<file path="src/design/elsh_pkg.sv">
// Package with shared types, constants and codes for the Euclidean LSH hash unit.
`default_nettype none
package elsh_pkg;

    localparam int NUM_HASHES_DEF   = 16;
    localparam int DIM_DEF          = 256;
    localparam int ACC_W            = 48;
    localparam int SUM_W            = 49;
    localparam int COEF_W           = 16;
    localparam logic [31:0] BUCKET_WIDTH_RESET = 32'd67108864;

    localparam logic [1:0] OP_LOAD_COEF   = 2'd0;
    localparam logic [1:0] OP_LOAD_OFFSET = 2'd1;
    localparam logic [1:0] OP_FEATURE     = 2'd2;

    typedef struct packed {
        logic [1:0]         operation;
        logic [5:0]         hash_index;
        logic [11:0]        element_index;
        logic signed [31:0] value;
        logic               last_element;
    } in_word_t;

    typedef struct packed {
        logic [5:0]         hash_number;
        logic signed [31:0] hash_value;
        logic               saturated;
        logic               last_hash;
    } out_word_t;

    typedef enum logic [2:0] {
        ST_IDLE,
        ST_MAC_READ,
        ST_MAC_ADD,
        ST_DIV_START,
        ST_DIV_RUN,
        ST_EMIT
    } elsh_state_t;

    // Commands from the controller to the datapath.
    typedef struct packed {
        logic load_coef;
        logic load_offset;
        logic capture;
        logic mac_read;
        logic mac_add;
        logic div_start;
        logic div_step;
        logic clear_acc;
    } elsh_cmd_t;

    // Status from the datapath to the controller.
    typedef struct packed {
        logic div_done;
    } elsh_stat_t;

    function automatic logic signed [COEF_W-1:0] sat_q213(input logic signed [31:0] v);
        if (v > 32'sd32767) begin
            return 16'sh7FFF;
        end
        if (v < -32'sd32768) begin
            return 16'sh8000;
        end
        return v[COEF_W-1:0];
    endfunction

endpackage
`default_nettype wire

</file>
<file path="src/design/elsh_ctrl.sv">
// Controller state machine sequencing loads, MAC passes, divisions and result words.
`default_nettype none
module elsh_ctrl
    import elsh_pkg::*;
#(
    parameter int NUM_HASHES = NUM_HASHES_DEF,
    parameter int DIM        = DIM_DEF,
    localparam int HW        = (NUM_HASHES > 1) ? $clog2(NUM_HASHES) : 1
) (
    input  wire logic        clk,
    input  wire logic        rst_n,
    input  wire logic        in_valid,
    output logic             in_ready,
    input  wire in_word_t    in_word,
    output logic             out_valid,
    input  wire logic        out_ready,
    input  wire elsh_stat_t  stat,
    output elsh_cmd_t        cmd,
    output logic [HW-1:0]    hash_sel,
    output logic             last_sel
);

    elsh_state_t   state_reg, state_next;
    logic [HW-1:0] k_reg, k_next;
    logic          last_reg, last_next;

    logic h_ok, e_ok;
    assign h_ok = in_word.hash_index < 7'(NUM_HASHES);
    assign e_ok = in_word.element_index < 13'(DIM);

    always_ff @(posedge clk or negedge rst_n)
    begin
        if (!rst_n) begin
            state_reg <= ST_IDLE;
            k_reg     <= '0;
            last_reg  <= 1'b0;
        end else begin
            state_reg <= state_next;
            k_reg     <= k_next;
            last_reg  <= last_next;
        end
    end

    always_comb
    begin
        state_next = state_reg;
        k_next     = k_reg;
        last_next  = last_reg;
        cmd        = '0;
        in_ready   = 1'b0;
        out_valid  = 1'b0;
        unique case (state_reg)
            ST_IDLE:
            begin
                in_ready = 1'b1;
                if (in_valid) begin
                    k_next = '0;
                    if (in_word.operation == OP_LOAD_COEF) begin
                        cmd.load_coef = h_ok && e_ok;
                    end else if (in_word.operation == OP_LOAD_OFFSET) begin
                        cmd.load_offset = h_ok;
                    end else if (in_word.operation == OP_FEATURE) begin
                        cmd.capture = 1'b1;
                        last_next   = in_word.last_element;
                        if (e_ok) begin
                            state_next = ST_MAC_READ;
                        end else if (in_word.last_element) begin
                            state_next = ST_DIV_START;
                        end
                    end
                end
            end
            ST_MAC_READ:
            begin
                cmd.mac_read = 1'b1;
                state_next   = ST_MAC_ADD;
            end
            ST_MAC_ADD:
            begin
                cmd.mac_add = 1'b1;
                if (k_reg == HW'(NUM_HASHES - 1)) begin
                    k_next     = '0;
                    state_next = last_reg ? ST_DIV_START : ST_IDLE;
                end else begin
                    k_next     = k_reg + HW'(1);
                    state_next = ST_MAC_READ;
                end
            end
            ST_DIV_START:
            begin
                cmd.div_start = 1'b1;
                state_next    = ST_DIV_RUN;
            end
            ST_DIV_RUN:
            begin
                cmd.div_step = 1'b1;
                if (stat.div_done) begin
                    state_next = ST_EMIT;
                end
            end
            ST_EMIT:
            begin
                out_valid = 1'b1;
                if (out_ready) begin
                    cmd.clear_acc = 1'b1;
                    if (k_reg == HW'(NUM_HASHES - 1)) begin
                        k_next     = '0;
                        state_next = ST_IDLE;
                    end else begin
                        k_next     = k_reg + HW'(1);
                        state_next = ST_DIV_START;
                    end
                end
            end
            default:
            begin
                state_next = ST_IDLE;
            end
        endcase
    end

    assign hash_sel = k_reg;
    assign last_sel = (k_reg == HW'(NUM_HASHES - 1));

    assert property (@(posedge clk) disable iff (!rst_n)
        out_valid |-> !in_ready)
        else $error("input taken while a result word waits");
    assert property (@(posedge clk) disable iff (!rst_n)
        (out_valid && !out_ready) |=> (out_valid && $stable(k_reg)))
        else $error("stalled result word changed");
    assert property (@(posedge clk) disable iff (!rst_n)
        (cmd.mac_add && k_reg == HW'(NUM_HASHES - 1) && !last_reg) |=> in_ready)
        else $error("did not return to idle after MAC pass");

endmodule
`default_nettype wire

</file>
<file path="config.mk">
export PLATFORM = sky130hd
export DESIGN_NAME = elsh_ctrl
export DESIGN_NICKNAME = d
export VERILOG_FILES = /design/src/design/elsh_pkg.sv /design/src/design/elsh_ctrl.sv
export SDC_FILE = /design/constraint.sdc
export NUM_CORES = 1
export LEC_CHECK = 0
export BUFFER_PORTS_ARGS = -buffer_cell sky130_fd_sc_hd__buf_2
export CAP_MARGIN = 5
export CORE_MARGIN = 5
export CORE_UTILIZATION = 39
export CTS_BUF_LIST = sky130_fd_sc_hd__clkbuf_16
export CTS_CLUSTER_DIAMETER = 30
export DETAILED_ROUTE_END_ITERATION = 8
export PLACE_DENSITY = 0.85
export SYNTH_ARGS = -nofsm -noshare
export SYNTH_HDL_FRONTEND = slang
export SYNTH_SLANG_ARGS = --single-unit
export TNS_END_PERCENT = 5
</file>
<file path="constraint.sdc">
create_clock -name clk -period 2.8 [get_ports clk]
set_input_delay 0 -clock clk [delete_from_list [all_inputs] [get_ports clk]]
set_output_delay 0 -clock clk [all_outputs]
set_load 0.02 [all_outputs]
</file>
==> flow_metrics.tcl <==
set metrics [dict create \
    outcome "finished, final reports clean" \
    drt-initial-drc-count 12 \
    crit_path_max_incr_delay_ns 0.60 \
    die_x_um 54.3 \
    grt_max_degree 23 \
    n_fill_cell 182 \
    cts_tree "built" \
    slew-limit-headroom 0.589 \
    antenna_found_initial 0 \
    min_path_type "in2reg" \
    clk_pin_slew_ns 0.04 \
    antenna_cells 0 \
    cellLeakagePower_nw 0.460 \
    synth_cells 90 \
    first_pass_iters 4 \
    cts_sinks 8 \
    multi_input_area_um2 502 \
    drv_cap 0 \
    drt-total-wl_mm 2.05 \
    setup_ws_ns 0.765 \
    crit_start "state_reg[1]" \
    intPower_w 0.000557 \
    cts_made_buffers 3 \
    path_cells "or3_4, inv_2, nand2_2, nor4_2, nor3b_2, buf_2" \
    cts-resized-gates 0 \
    holdWs_ns 0.0161 \
    clkLatencyLatePin_ns 0.23 \
    grt.total_usage 0.154 \
    grt_pass1_wl_mm 3.32 \
    layout.nets 177 \
    hpwl_mm 1.51 \
    viasPerCell 5.73 \
    vias 820 \
    dp_slack_ns 0.996 \
    max-clock-path-buffers 2 \
    slowest_stage "dfrtp_1" \
    finalHoldViolCount 0 \
    hold_buffers 1 \
    period_share 0.727 \
    netlist_area_um2 767 \
    antenna_left 0 \
    drcViolationCount 0 \
    async_flop_share 1.00 \
    crit_required_ns 2.80 \
    drive_gt1_frac 0.362 \
    yosys_most_used_dff "dfrtp_1" \
    power_w 0.00103 \
    vdd_drop_max_mv 0.627 \
    path_buf_inv 2 \
    synth_cell_types 49 \
    largest_reg_flops 4 \
    min-delay-start "in_word[0]" \
    postCtsSetupBuffers 0 \
    rr_worst_depth 4 \
    crit_path_start_kind "flop" \
    cp_max_fo 22 \
    clock_skew_ns 0.00104 \
    overflow 0 \
    critPathKind "reg2out" \
    setup_tns_ns 0 \
    rows 16 \
    start_util 0.399 \
    comb_power_share 0.475 \
    coreArea_um2 1920 \
    ios 73 \
    yosysTopAreaCell "dfrtp_1" \
    min_period_ns 2.04 \
    maxSlewViolCount 0 \
    timing.fmax_mhz 491 \
    fin_cells 143 \
    clock-root-buffer "clkbuf_16" \
    critPathTopFamily "simple AND/OR/NAND/NOR gates" \
    syn-num-nets 149 \
    powerDensity_nw_per_um2 1050 \
    dieHeight_um 54.3 \
    seq_area_frac_synth 0.261 \
    seq_area_um2 200 \
    wire_per_inst_um 14.3 \
    htree_levels 1 \
    p_sw_frac 0.457 \
    syn_to_final_growth_pct 27.7 \
    power_frac_clock 0.235 \
    synth_area_per_cell_um2 8.52 \
    synth_edf_count 0 \
    ys_ff_latch 8 \
    endpoint_kind "primary output" \
    setup_viol 0 \
    path_depth 6 \
    arrival_ns 2.04 \
    rsz0062_at_grt "false" \
    p_switching_w 0.000469 \
    place.gp.congestion 0.803 \
    holdPathStages 2 \
    tightest_slew_ns 0.616 \
    grt_pass1_vias 754 \
    power_frac_seq 0.289 \
    yosysWarnings 0 \
    portBuffers 28 \
    dp_cells 139 \
    worstReg2RegStart "state_reg[2]" \
    synth_top_area_share 0.261 \
    synth_area_leaders "dfrtp_1 (26%), o21ai_0 (4.6%), a21oi_1 (3.3%), and2_1 (3.3%), buf_6 (2.9%)" \
    die-area_um2 2950 \
]
[synthesized netlist by cell type, drive strengths merged, types with 2 or more instances]
master,count
nand3,4
a31oi,2
inv,5
nand2,5
buf,5
nor3b,3
or3,2
nand2b,2
a21oi,6
nor2,4
nor4,2
dfrtp,8
a22oi,2
and2,4
o31ai,3
nor3,2
nor2b,2
o21ai,7
[power by group through the flow]
stage,Combinational (W),Clock [W],Sequential [W]
after floorplan,0.000454,0,0.000229
after global placement,0.000469,0,0.000286
after detailed placement,0.000486,0,0.000293
after CTS,0.000491,0.000250,0.000291
after global routing,0.000538,0.000255,0.000314
final,0.000488,0.000241,0.000297
[worst paths after layout]
check                          endpoint  slack (ns)
min in group asynchronous   hash_sel[2]        0.16
max                              cmd[7]        0.76
min                            last_reg        0.02
min reg2reg                    last_reg        0.52
max in group asynchronous  state_reg[2]        2.46
max reg2reg                 hash_sel[3]        0.96
[routing by layer]
layer | GRT usage | vias to the layer above | share of wire
met3 | 0.0654 | 0 | 0.088
met4 | 0.0373 | 0 | 0
li1 | - | 396 | -
met2 | 0.259 | 36 | 0.49
met5 | 0 | - | 0
met1 | 0.180 | 388 | 0.42
[layout make-up]
type / count / area share
Multi-Input combinational cell: 71 / 0.512
Timing Repair Buffer: 29 / 0.153
Tap cell: 27 / 0.0345
Clock buffer: 3 / 0.0766
Sequential cell: 8 / 0.204
Inverter: 5 / 0.0192
[cells by family after synthesis]
logic type                 after synthesis  share of synthesized area
xor gates and xnor gates                 1                     0.0114
AOI/OAI and AO/OA                       31                      0.284
DFF                                      8                      0.261
adders and majority gates                1                     0.0163
buffers and inverters                   11                     0.0848
and+or+nand+nor                         36                      0.315
muxes                                    2                     0.0277
[placed cells by master (no fill, tap or decap), types with 2 or more instances in the layout]
cell / count
nor2b_1: 2
a22oi_1: 2
nor3_1: 2
nand2_1: 4
nor3b_1: 2
o21ai_0: 7
dfrtp_1: 8
nor2_1: 3
nand3_1: 4
o31ai_1: 3
inv_1: 4
and2_1: 4
a21oi_1: 5
clkbuf_16: 3
buf_2: 28
a31oi_1: 2
nand2b_1: 2
[through the flow]
step	cell area [um2]	util
3_5_place_dp	895	0.465
5_1_grt	980	0.510
4_1_cts	980	0.510
2_1_floorplan	767	-
3_3_place_gp	895	0.465
6_report	980	0.510
Note: power is estimated with default switching activity, not from simulation.
